$ cat src/sv/rsa_pkg.sv
package rsa_pkg;

    localparam int FRAC_BITS_DEF = 8;
    localparam int WINDOW_DEF    = 1000;
    localparam int SPEED_W       = 24;
    localparam int DELTA_W       = 12;
    localparam int TRIG_W        = 12;
    localparam int FACTOR_W      = 12;
    localparam int CFG_ADDR_W    = 3;
    localparam int CFG_DATA_W    = 16;
    localparam int MS_PER_S      = 1000;
    localparam int ACCEL_ONE     = 256;
    localparam int TRIG_MAX      = 4095;

    localparam logic [CFG_ADDR_W-1:0] CFG_BASE_THRESHOLD = 3'd0;
    localparam logic [CFG_ADDR_W-1:0] CFG_ACCEL_ENABLE   = 3'd1;
    localparam logic [CFG_ADDR_W-1:0] CFG_SLOW_SPEED     = 3'd2;
    localparam logic [CFG_ADDR_W-1:0] CFG_FAST_SPEED     = 3'd3;
    localparam logic [CFG_ADDR_W-1:0] CFG_MAX_ACCEL      = 3'd4;
    localparam logic [CFG_ADDR_W-1:0] CFG_SMOOTHING      = 3'd5;
    localparam logic [CFG_ADDR_W-1:0] CFG_ADJUST_TIMEOUT = 3'd6;

    localparam logic [8:0]  RST_BASE_THRESHOLD = 9'd15;
    localparam logic        RST_ACCEL_ENABLE   = 1'b1;
    localparam logic [15:0] RST_SLOW_SPEED     = 16'd100;
    localparam logic [15:0] RST_FAST_SPEED     = 16'd500;
    localparam logic [11:0] RST_MAX_ACCEL      = 12'd1024;
    localparam logic [8:0]  RST_SMOOTHING      = 9'd77;
    localparam logic [15:0] RST_ADJUST_TIMEOUT = 16'd300;

    typedef struct packed {
        logic                      req_type;
        logic signed [DELTA_W-1:0] delta_degrees;
    } t_in;

    typedef struct packed {
        logic signed [31:0]  knob_value;
        logic [TRIG_W-1:0]   trigger_count;
        logic                turn_clockwise;
        logic                adjusting;
    } t_out;

    typedef struct packed {
        logic start;
        logic done;
    } t_div_ctl;

endpackage

$ cat src/sv/rsa_divider.sv
module rsa_divider #(
    parameter int DW = 36
) (
    input  logic            i_clk,
    input  logic            i_rst_n,
    input  logic            i_start,
    input  logic [DW-1:0]   i_num,
    input  logic [DW-1:0]   i_den,
    output logic            o_done,
    output logic [DW-1:0]   o_quot,
    output logic [DW-1:0]   o_rem
);

    localparam int CW = $clog2(DW + 1);

    logic [CW-1:0] r_cnt;
    logic          r_done;
    logic [DW-1:0] r_q;
    logic [DW-1:0] r_rem;
    logic [DW-1:0] r_den;
    logic [DW:0]   n_trial;
    logic          n_ge;

    always_comb begin
        n_trial = {r_rem, r_q[DW-1]};
        n_ge    = n_trial >= {1'b0, r_den};
    end

    always_ff @(posedge i_clk) begin
        if (!i_rst_n) begin
            r_cnt  <= '0;
            r_done <= 1'b0;
        end else if (i_start) begin
            r_cnt  <= CW'(DW);
            r_done <= 1'b0;
            r_q    <= i_num;
            r_rem  <= '0;
            r_den  <= i_den;
        end else if (r_cnt != '0) begin
            r_cnt <= r_cnt - 1'b1;
            r_q   <= {r_q[DW-2:0], n_ge};
            r_rem <= n_ge ? DW'(n_trial - {1'b0, r_den}) : n_trial[DW-1:0];
            if (r_cnt == CW'(1)) begin
                r_done <= 1'b1;
            end
        end
    end

    assign o_done = r_done;
    assign o_quot = r_q;
    assign o_rem  = r_rem;

endmodule

$ cat src/sv/rotary_step_accelerator.sv
// Each rotation event uses one shared bit-serial divider of numerator width DW (36 at 8
// fractional bits). Up to four divisions run in turn, one quotient bit per cycle: speed,
// factor, threshold, trigger count. Speed is skipped outside the timing window, factor outside
// the slow-fast range, factor and threshold when acceleration is off. A new event is taken
// only in idle, after the previous result is registered for output; ticks and zero deltas stay idle.
// Reset is synchronous and active low; it clears FSM and knob state, loads register defaults.
module rotary_step_accelerator #(
    parameter int FRAC_BITS = rsa_pkg::FRAC_BITS_DEF,
    parameter int WINDOW_MS = rsa_pkg::WINDOW_DEF
) (
    input  logic                              i_clk,
    input  logic                              i_rst_n,
    input  logic                              i_in_valid,
    output logic                              o_in_ready,
    input  rsa_pkg::t_in                      i_in_data,
    output logic                              o_out_valid,
    input  logic                              i_out_ready,
    output rsa_pkg::t_out                     o_out_data,
    input  logic                              i_cfg_we,
    input  logic [rsa_pkg::CFG_ADDR_W-1:0]    i_cfg_addr,
    input  logic [rsa_pkg::CFG_DATA_W-1:0]    i_cfg_data
);

    localparam int SW  = rsa_pkg::SPEED_W;
    localparam int DW  = (21 + FRAC_BITS > 36) ? 21 + FRAC_BITS : 36;
    localparam int AW  = 13 + FRAC_BITS;
    localparam int EW  = 9 + FRAC_BITS;
    localparam int MSW = $clog2(WINDOW_MS + 1);
    localparam int FW  = rsa_pkg::FACTOR_W;
    localparam int TW  = rsa_pkg::TRIG_W;

    localparam logic [3:0] S_IDLE   = 4'd0;
    localparam logic [3:0] S_DWAIT  = 4'd1;
    localparam logic [3:0] S_INST   = 4'd2;
    localparam logic [3:0] S_SMOOTH = 4'd3;
    localparam logic [3:0] S_FACT   = 4'd4;
    localparam logic [3:0] S_FMUL   = 4'd5;
    localparam logic [3:0] S_FDONE  = 4'd6;
    localparam logic [3:0] S_EFF    = 4'd7;
    localparam logic [3:0] S_EDONE  = 4'd8;
    localparam logic [3:0] S_ACC    = 4'd9;
    localparam logic [3:0] S_TRIG   = 4'd10;
    localparam logic [3:0] S_DONE   = 4'd11;

    logic [8:0]  r_base_threshold;
    logic        r_accel_enable;
    logic [15:0] r_slow_speed;
    logic [15:0] r_fast_speed;
    logic [11:0] r_max_accel;
    logic [8:0]  r_smoothing;
    logic [15:0] r_adjust_timeout;

    logic [3:0]                  r_state;
    logic [3:0]                  r_ret;
    logic signed [AW-1:0]        r_acc;
    logic [SW-1:0]               r_speed;
    logic [MSW-1:0]              r_ms;
    logic [31:0]                 r_running;
    logic                        r_flag;
    logic [15:0]                 r_countdown;
    logic signed [rsa_pkg::DELTA_W-1:0] r_delta;
    logic [DW-1:0]               r_prod;
    logic [SW-1:0]               r_inst;
    logic [FW-1:0]               r_factor;
    logic [EW-1:0]               r_eff;
    logic [DW-1:0]               r_num;
    logic [DW-1:0]               r_den;
    logic                        r_start;
    logic                        r_out_valid;
    rsa_pkg::t_out               r_out;

    rsa_pkg::t_div_ctl           n_div;
    logic [DW-1:0]               n_quot;
    logic [DW-1:0]               n_rem;
    logic [8:0]                  n_base;
    logic [8:0]                  n_w;
    logic [FW-1:0]               n_mx;
    logic [DW-1:0]               n_slo;
    logic [DW-1:0]               n_fst;
    logic [DW-1:0]               n_spd;
    logic [11:0]                 n_mag;
    logic [AW-1:0]               n_abs;
    logic signed [AW-1:0]        n_dsh;
    logic                        n_cw;
    logic                        n_start;
    logic                        n_emit;

    assign n_div.start = r_start;

    rsa_divider #(.DW(DW)) u_div (
        .i_clk   (i_clk),
        .i_rst_n (i_rst_n),
        .i_start (n_div.start),
        .i_num   (r_num),
        .i_den   (r_den),
        .o_done  (n_div.done),
        .o_quot  (n_quot),
        .o_rem   (n_rem)
    );

    always_comb begin
        n_base = (r_base_threshold == '0) ? 9'd1 : r_base_threshold;
        n_w    = (r_smoothing > 9'd256) ? 9'd256 : r_smoothing;
        n_mx   = (r_max_accel < FW'(rsa_pkg::ACCEL_ONE)) ? FW'(rsa_pkg::ACCEL_ONE) : r_max_accel;
        n_slo  = DW'(r_slow_speed) << FRAC_BITS;
        n_fst  = DW'(r_fast_speed) << FRAC_BITS;
        n_spd  = DW'(r_speed);
        n_mag  = i_in_data.delta_degrees[11] ? 12'(-i_in_data.delta_degrees)
                                             : 12'(i_in_data.delta_degrees);
        n_abs  = r_acc[AW-1] ? AW'(-r_acc) : AW'(r_acc);
        n_dsh  = AW'(r_delta) <<< FRAC_BITS;
        n_cw   = (r_acc > 0);
        n_emit = (r_state == S_DONE) && (!r_out_valid || i_out_ready);
        n_start = ((r_state == S_IDLE) && i_in_valid && !i_in_data.req_type
                   && (i_in_data.delta_degrees != '0)
                   && (r_ms != '0) && (r_ms < MSW'(WINDOW_MS)))
                  || (r_state == S_FMUL) || (r_state == S_EFF) || (r_state == S_TRIG);
    end

    always_ff @(posedge i_clk) begin
        if (!i_rst_n) begin
            r_base_threshold <= rsa_pkg::RST_BASE_THRESHOLD;
            r_accel_enable   <= rsa_pkg::RST_ACCEL_ENABLE;
            r_slow_speed     <= rsa_pkg::RST_SLOW_SPEED;
            r_fast_speed     <= rsa_pkg::RST_FAST_SPEED;
            r_max_accel      <= rsa_pkg::RST_MAX_ACCEL;
            r_smoothing      <= rsa_pkg::RST_SMOOTHING;
            r_adjust_timeout <= rsa_pkg::RST_ADJUST_TIMEOUT;
        end else if (i_cfg_we) begin
            case (i_cfg_addr)
                rsa_pkg::CFG_BASE_THRESHOLD: r_base_threshold <= i_cfg_data[8:0];
                rsa_pkg::CFG_ACCEL_ENABLE:   r_accel_enable   <= i_cfg_data[0];
                rsa_pkg::CFG_SLOW_SPEED:     r_slow_speed     <= i_cfg_data;
                rsa_pkg::CFG_FAST_SPEED:     r_fast_speed     <= i_cfg_data;
                rsa_pkg::CFG_MAX_ACCEL:      r_max_accel      <= i_cfg_data[11:0];
                rsa_pkg::CFG_SMOOTHING:      r_smoothing      <= i_cfg_data[8:0];
                rsa_pkg::CFG_ADJUST_TIMEOUT: r_adjust_timeout <= i_cfg_data;
                default: ;
            endcase
        end
    end

    always_ff @(posedge i_clk) begin
        if (!i_rst_n) begin
            r_state     <= S_IDLE;
            r_ret       <= S_IDLE;
            r_acc       <= '0;
            r_speed     <= '0;
            r_ms        <= '0;
            r_running   <= '0;
            r_flag      <= 1'b0;
            r_countdown <= '0;
            r_start     <= 1'b0;
            r_out_valid <= 1'b0;
        end else begin
            r_start <= n_start;
            if (n_emit) begin
                r_out_valid <= 1'b1;
            end else if (r_out_valid && i_out_ready) begin
                r_out_valid <= 1'b0;
            end
            case (r_state)
                S_IDLE: begin
                    if (i_in_valid) begin
                        if (i_in_data.req_type) begin
                            if (r_ms < MSW'(WINDOW_MS)) begin
                                r_ms <= r_ms + 1'b1;
                            end
                            if (r_flag) begin
                                if (r_countdown <= 16'd1) begin
                                    r_flag      <= 1'b0;
                                    r_countdown <= '0;
                                end else begin
                                    r_countdown <= r_countdown - 1'b1;
                                end
                            end
                        end else if (i_in_data.delta_degrees != '0) begin
                            r_delta     <= i_in_data.delta_degrees;
                            r_flag      <= 1'b1;
                            r_countdown <= r_adjust_timeout;
                            r_ms        <= '0;
                            if (r_ms != '0 && r_ms < MSW'(WINDOW_MS)) begin
                                r_num   <= DW'(DW'(n_mag) * DW'(rsa_pkg::MS_PER_S)) << FRAC_BITS;
                                r_den   <= DW'(r_ms);
                                r_ret   <= S_INST;
                                r_state <= S_DWAIT;
                            end else begin
                                r_state <= S_FACT;
                            end
                        end
                    end
                end
                S_DWAIT: begin
                    if (n_div.done && !r_start) begin
                        r_state <= r_ret;
                    end
                end
                S_INST: begin
                    r_inst  <= (|n_quot[DW-1:SW]) ? {SW{1'b1}} : n_quot[SW-1:0];
                    r_prod  <= DW'(r_speed) * DW'(9'd256 - n_w);
                    r_state <= S_SMOOTH;
                end
                S_SMOOTH: begin
                    r_speed <= SW'((r_prod + DW'(r_inst) * DW'(n_w)) >> 8);
                    r_state <= S_FACT;
                end
                S_FACT: begin
                    if (!r_accel_enable) begin
                        r_eff   <= EW'(n_base) << FRAC_BITS;
                        r_state <= S_ACC;
                    end else if (n_spd < n_slo) begin
                        r_factor <= FW'(rsa_pkg::ACCEL_ONE);
                        r_state  <= S_EFF;
                    end else if (n_spd < n_fst) begin
                        r_prod  <= DW'(n_spd - n_slo) * DW'(n_mx - FW'(rsa_pkg::ACCEL_ONE));
                        r_state <= S_FMUL;
                    end else begin
                        r_factor <= n_mx;
                        r_state  <= S_EFF;
                    end
                end
                S_FMUL: begin
                    r_num   <= r_prod;
                    r_den   <= n_fst - n_slo;
                    r_ret   <= S_FDONE;
                    r_state <= S_DWAIT;
                end
                S_FDONE: begin
                    r_factor <= FW'(rsa_pkg::ACCEL_ONE) + n_quot[FW-1:0];
                    r_state  <= S_EFF;
                end
                S_EFF: begin
                    r_num   <= DW'(n_base) << (FRAC_BITS + 8);
                    r_den   <= DW'(r_factor);
                    r_ret   <= S_EDONE;
                    r_state <= S_DWAIT;
                end
                S_EDONE: begin
                    r_eff   <= (n_quot == '0) ? EW'(1) : n_quot[EW-1:0];
                    r_state <= S_ACC;
                end
                S_ACC: begin
                    r_acc     <= r_acc + n_dsh;
                    r_running <= r_running + 32'(r_delta);
                    r_state   <= S_TRIG;
                end
                S_TRIG: begin
                    r_num   <= DW'(n_abs);
                    r_den   <= DW'(r_eff);
                    r_ret   <= S_DONE;
                    r_state <= S_DWAIT;
                end
                S_DONE: begin
                    if (n_emit) begin
                        r_out.knob_value <= r_running;
                        r_out.adjusting  <= r_flag;
                        if (n_quot != '0) begin
                            r_out.turn_clockwise <= n_cw;
                            r_acc <= n_cw ? AW'(n_rem) : AW'(-n_rem);
                            r_out.trigger_count <= (n_quot > DW'(rsa_pkg::TRIG_MAX))
                                ? TW'(rsa_pkg::TRIG_MAX) : n_quot[TW-1:0];
                        end else begin
                            r_out.turn_clockwise <= 1'b0;
                            r_out.trigger_count  <= '0;
                        end
                        r_state <= S_IDLE;
                    end
                end
                default: r_state <= S_IDLE;
            endcase
        end
    end

    assign o_in_ready  = (r_state == S_IDLE);
    assign o_out_valid = r_out_valid;
    assign o_out_data  = r_out;

endmodule

$ cat config.mk
export PLATFORM = sky130hd
export DESIGN_NAME = rotary_step_accelerator
export DESIGN_NICKNAME = d
export VERILOG_FILES = /design/src/sv/rsa_pkg.sv /design/src/sv/rsa_divider.sv /design/src/sv/rotary_step_accelerator.sv
export SDC_FILE = /design/constraint.sdc
export NUM_CORES = 2
export LEC_CHECK = 0
export ABC_AREA = 1
export BUFFER_PORTS_ARGS = -buffer_cell sky130_fd_sc_hd__buf_2
export CELL_PAD_IN_SITES_DETAIL_PLACEMENT = 1
export CELL_PAD_IN_SITES_GLOBAL_PLACEMENT = 1
export CORE_MARGIN = 1
export CORE_UTILIZATION = 45
export CTS_CLUSTER_DIAMETER = 30
export DETAILED_ROUTE_END_ITERATION = 12
export PLACE_DENSITY = 0.91
export RECOVER_POWER = 50
export SETUP_SLACK_MARGIN = 0.02
export SLEW_MARGIN = 10
export SYNTH_ARGS = -nofsm -noshare
export SYNTH_HDL_FRONTEND = slang
export SYNTH_SLANG_ARGS = --single-unit
$ cat constraint.sdc
create_clock -name i_clk -period 5.9 [get_ports i_clk]
set_input_delay 1.18 -clock i_clk [delete_from_list [all_inputs] [get_ports i_clk]]
set_output_delay 1.18 -clock i_clk [all_outputs]
set_load 0.02 [all_outputs]
==> results of run 1 <==
## timing repair
item,4_1_cts
pin swaps,251
endpoints found under the hold margin,0
gates cloned,4
hold buffers,0
setup endpoints to repair,61
buffers inserted,86
gates resized for setup,749
## metal layers
layer / overflow / global-route usage
met1: 108 / 0.848
met2: 766 / 0.962
met3: 142 / 0.834
met4: 477 / 0.910
met5: 11 / 0.726
## synth_stat cells (9+ instances only)
cell type / count
a21boi_0: 14
a21o_1: 22
a21oi_1: 386
a31oi_1: 9
buf_1: 25
buf_2: 13
clkbuf_1: 156
clkinv_1: 13
dfxtp_1: 200
edfxtp_1: 305
fa_1: 682
ha_1: 420
inv_1: 1566
nand2_1: 1741
nand3_1: 409
nand3b_1: 19
nand4_1: 76
nor2_1: 870
nor3_1: 59
nor4_1: 17
o211ai_1: 25
o21a_1: 17
o21ai_0: 394
o21bai_1: 25
or2_2: 38
xnor2_1: 25
xor2_1: 72
## cell families after synthesis
group,synth area share
simple gates,0.230
buf+inv,0.116
fa+ha+maj,0.325
compound gates,0.0881
flops,0.226
xor+xnor,0.0146
other cells,0.000129
## through the flow
step	util	instances
after CTS	0.575	10275
after detailed placement	0.514	9964
after global placement	0.514	9964
after floorplan	-	7739
==> flow_metrics.env, run 1 <==
export IMPL_outcome="did not finish"
export IMPL_lastStage="global routing"
export IMPL_tool_error="[ERROR GRT-0232] Routing congestion too high. Check the congestion heatmap in the GUI."
export IMPL_die_x_um=362
export IMPL_htree_levels=3
export IMPL_rows=131
export IMPL_grt_max_degree=69
export IMPL_pin_count=85
export IMPL_syn_inst=7691
export IMPL_grt_worst_endpoint="r_prod[24]$_DFFE_PP_/D"
export IMPL_synth_area_leaders="fa_1 (23%), edfxtp_1 (16%), nand2_1 (11%), inv_1 (10%), ha_1 (9.0%)"
export IMPL_clk_path_buf_depth=3
export IMPL_start_util=0.455
export IMPL_netlist_area_um2=58200
export IMPL_syn_area_per_cell_um2=7.57
export IMPL_dpl_worst_slack_ns=-0.882
export IMPL_ys_seq_area_frac=0.226
export IMPL_synth_edff_count=305
export IMPL_placed_area_um2=65700
export IMPL_grt_usage=0.882
export IMPL_netlist_cell_type_count=63
export IMPL_clockRootBuffer="clkbuf_16"
export IMPL_portBuffers=84
export IMPL_ys_seq_elements=505
export IMPL_die_h_um=362
export IMPL_yosysWarningCount=0
export IMPL_gr_total_overflow=1504
export IMPL_worst_endpoint_kind="register data pin"
export IMPL_synth_main_ff_cell="edfxtp_1"
export IMPL_cts_buffers=116
export IMPL_async_flop_share=0
export IMPL_yosysTopAreaCellShare=0.235
export IMPL_dpl_hpwl_mm=201
export IMPL_clkSinkCount=505
export IMPL_synth_top_area_cell="fa_1"
export IMPL_globalplace_congestion=0.971
==> run 2, diff against run 1 <==
CELL_PAD_IN_SITES_DETAIL_PLACEMENT = not set   (was 1)
CELL_PAD_IN_SITES_GLOBAL_PLACEMENT = not set   (was 1)
CORE_UTILIZATION = 40   (was 45)
CTS_CLUSTER_DIAMETER = not set   (was 30)
PLACE_DENSITY = not set   (was 0.91)
PLACE_DENSITY_LB_ADDON = 0.15   (was not set)
SETUP_SLACK_MARGIN = not set   (was 0.02)
clock period = 7.7 ns   (was 5.9 ns; I/O delays follow)
==> run 2 against run 1 <==
  * The flow now finishes, with violations (DRC, capacitance limit, slew limit)
  * Area after synthesis did not move
  * Synthesized cell count did not move
==> flow_metrics.env, run 2 <==
export IMPL_die_h_um=383
export IMPL_cp_top_family="adder cells"
export IMPL_power_frac_seq=0.201
export IMPL_clk_path_buf_depth=3
export IMPL_min_delay_path_class="flip-flop to flip-flop"
export IMPL_ys_seq_area_frac=0.226
export IMPL_synth_common_cells="nand2_1 (1741), inv_1 (1566), nor2_1 (870)"
export IMPL_fin_nets=8955
export IMPL_final_cell_mix="nand2_1 (1739), inv_1 (1564), nor2_1 (861)"
export IMPL_dpl_hpwl_mm=161
export IMPL_vias=50325
export IMPL_violations="DRC, capacitance limit, slew limit"
export IMPL_ff2ff_setup_slack_ns=0.22
export IMPL_postCtsSetupBuffers=0
export IMPL_leakage_uw=0.0315
export IMPL_whs_path_depth=0
export IMPL_final_common_cell="nand2_1"
export IMPL_clk_pin_slew_ns=0.06
export IMPL_crit_top_cell="nand2_1"
export IMPL_drt_pass1_iterations=11
export IMPL_globalplace_congestion=0.958
export IMPL_syn_area_per_cell_um2=7.57
export IMPL_largest_register_ff_count=46
export IMPL_final_cells=9774
export IMPL_clock_latency_ns=0.67
export IMPL_wl_per_cell_um=19.9
export IMPL_drv_cap=10
export IMPL_cts_tree="built"
export IMPL_p_total_uw=18600
export IMPL_dp_cells=9650
export IMPL_die_x_um=383
export IMPL_crit_type="flip-flop to flip-flop"
export IMPL_yosysTopAreaCellShare=0.235
export IMPL_tightestPinTransition_ns=2.91
export IMPL_grt_usage=0.269
export IMPL_pin_count=85
export IMPL_drv_slew=441
export IMPL_outcome="finished, violations left"
export IMPL_setup_viol=0
export IMPL_r2r_end="r_prod[15]$_DFFE_PP_"
export IMPL_power_per_cell_area_nw_per_um2=292
export IMPL_drt_iter0_drc=3909
export IMPL_htree_levels=3
export IMPL_async_flop_share=0
export IMPL_dpl_worst_slack_ns=0.240
export IMPL_reg2reg_from="r_max_accel[10]$_SDFFE_PN1P_"
export IMPL_hold_viol=0
export IMPL_antenna_found_initial=3
export IMPL_syn_inst=7691
export IMPL_max_stage_delay_ns=0.77
export IMPL_wl_mm=194
export IMPL_p_clk_frac=0.178
export IMPL_arrival_ns=7.82
export IMPL_detail_route_antenna_nets=0
export IMPL_avgViaCountPerCell=5.15
export IMPL_die_area_um2=147000
export IMPL_fmaxAchievable_ghz=0.134
export IMPL_slowest_stage="inv_1"
export IMPL_cp_end_kind="flip-flop"
export IMPL_yosysMostFrequentCell="nand2_1"
export IMPL_yosysWarningCount=0
export IMPL_start_kind="flip-flop"
export IMPL_final_layout_size_suffix_gt1_frac=0.0423
export IMPL_coreArea_um2=144000
export IMPL_peakVddDrop_uv=706
export IMPL_clkSinkCount=505
export IMPL_syn_to_final_growth_pct=9.32
export IMPL_p_int_uw=9310
export IMPL_min_period_ns=7.48
export IMPL_grt_max_degree=72
export IMPL_cp_max_fo=16
export IMPL_combPwrFrac=0.620
export IMPL_worstHoldEndpoint="u_div.r_den[16]$_DFFE_PP_"
export IMPL_grt_pass1_vias=50398
export IMPL_power_switching_uw=9250
export IMPL_synth_area_leaders="fa_1 (23%), edfxtp_1 (16%), nand2_1 (11%), inv_1 (10%), ha_1 (9.0%)"
export IMPL_r2r_cells=25
export IMPL_drc_errors=9
export IMPL_synth_top_area_cell="fa_1"
export IMPL_skew_ns=0.0330
export IMPL_netlist_cell_type_count=63
export IMPL_crit_buf_inv=7
export IMPL_cts_buffers=67
export IMPL_synth_edff_count=305
export IMPL_max_slew_margin=-0.942
export IMPL_fillCellCount=14852
export IMPL_synth_main_ff_cell="edfxtp_1"
export IMPL_ys_seq_elements=505
export IMPL_netlist_area_um2=58200
export IMPL_gr_total_overflow=0
export IMPL_final_util=0.442
export IMPL_start_util=0.404
export IMPL_grt_pass1_wl_mm=302
export IMPL_clockRootBuffer="clkbuf_16"
export IMPL_swShare=0.498
export IMPL_worstSetupStartpoint="r_max_accel[10]$_SDFFE_PN1P_"
export IMPL_portBuffers=84
export IMPL_hold_start="r_den[16]$_DFFE_PP_"
export IMPL_finalWorstSetupSlack_ns=0.221
export IMPL_period_share=0.971
export IMPL_rows=139
export IMPL_required_ns=8.04
==> run 2: cell counts after synthesis <==
No cell type changed its count.
==> run 2: area by class of cell <==
| cell class | count | area [um^2] | share of cell area |
|---|---|---|---|
| diodes | 2 | 5.00 | 0.0000787 |
| clock buffers | 89 | 1880 | 0.0296 |
| clock inverters | 33 | 419 | 0.00659 |
| inverters | 1587 | 5960 | 0.0937 |
| multi-input cells | 5445 | 38500 | 0.606 |
| flip-flops and latches | 505 | 13200 | 0.207 |
| well taps | 1903 | 2380 | 0.0374 |
| repair buffers | 210 | 1270 | 0.0199 |
==> run 2: through the flow <==
stage / hold WS [ns] / cell area, um^2 / setup TNS [ns]
after floorplan: 0.400 / 58400 / 0
after global placement: 0.402 / 61400 / 0
after detailed placement: 0.405 / 61400 / 0
after CTS: 0.409 / 63700 / 0
after global routing: 0.419 / 63600 / -0.00212
final: 0.410 / 63600 / 0
==> run 2: worst max-delay path by stage <==
stage / end / slack, ns / cells after the start
3_3_place_gp: r_prod[35]$_DFFE_PP_ / 0.24 / 33
6_report: r_prod[15]$_DFFE_PP_ / 0.22 / 25
4_1_cts: r_prod[35]$_DFFE_PP_ / 0.21 / 33
3_5_place_dp: r_prod[35]$_DFFE_PP_ / 0.24 / 33
2_1_floorplan: r_prod[31]$_DFFE_PP_ / 1.14 / 33
5_1_grt: r_prod[32]$_DFFE_PP_ / -0.002 / 35
==> run 2: worst register-to-register path: cells and delay by family (launching register included) <==
kind            cells  cell delay, ns
fa+ha+maj           7            3.40
buf+inv             7            1.29
compound gates      2            0.53
flops               1            0.56
simple gates        9            1.39
==> run 2: what timing repair did <==
action	4_1_cts	5_1_grt
hold buffers	0	0
gates resized for setup	0	15
endpoints found under the setup margin	0	12
==> run 2: cell families after synthesis <==
| family | Yosys count | share of synthesized area |
|---|---|---|
| compound gates | 937 | 0.0881 |
| buf+inv | 1789 | 0.116 |
| xor+xnor | 97 | 0.0146 |
| simple gates | 3259 | 0.230 |
| flops | 505 | 0.226 |
| other cells | 2 | 0.000129 |
| fa+ha+maj | 1102 | 0.325 |
==> run 2: power groups by stage <==
stage | clock, uW | combinational [uW] | sequential [uW]
final | 3310 | 11500 | 3730
after global routing | 3480 | 13200 | 3770
after CTS | 3380 | 11600 | 3720
after detailed placement | 0 | 11500 | 3780
after global placement | 0 | 11500 | 3770
after floorplan | 0 | 8030 | 3620
==> run 2: metal layers <==
layer  vias up  part of all wire  GRT usage  routed length, um
met1     24423              0.44      0.362              85500
li1      24140                 -          -                  -
met3       260             0.060     0.0372              11700
met2      1498              0.46      0.434              88600
met5         -           0.00014          0                 27
met4         4             0.044      0.108               8610
No activity file was read; power rests on OpenSTA's default activity.
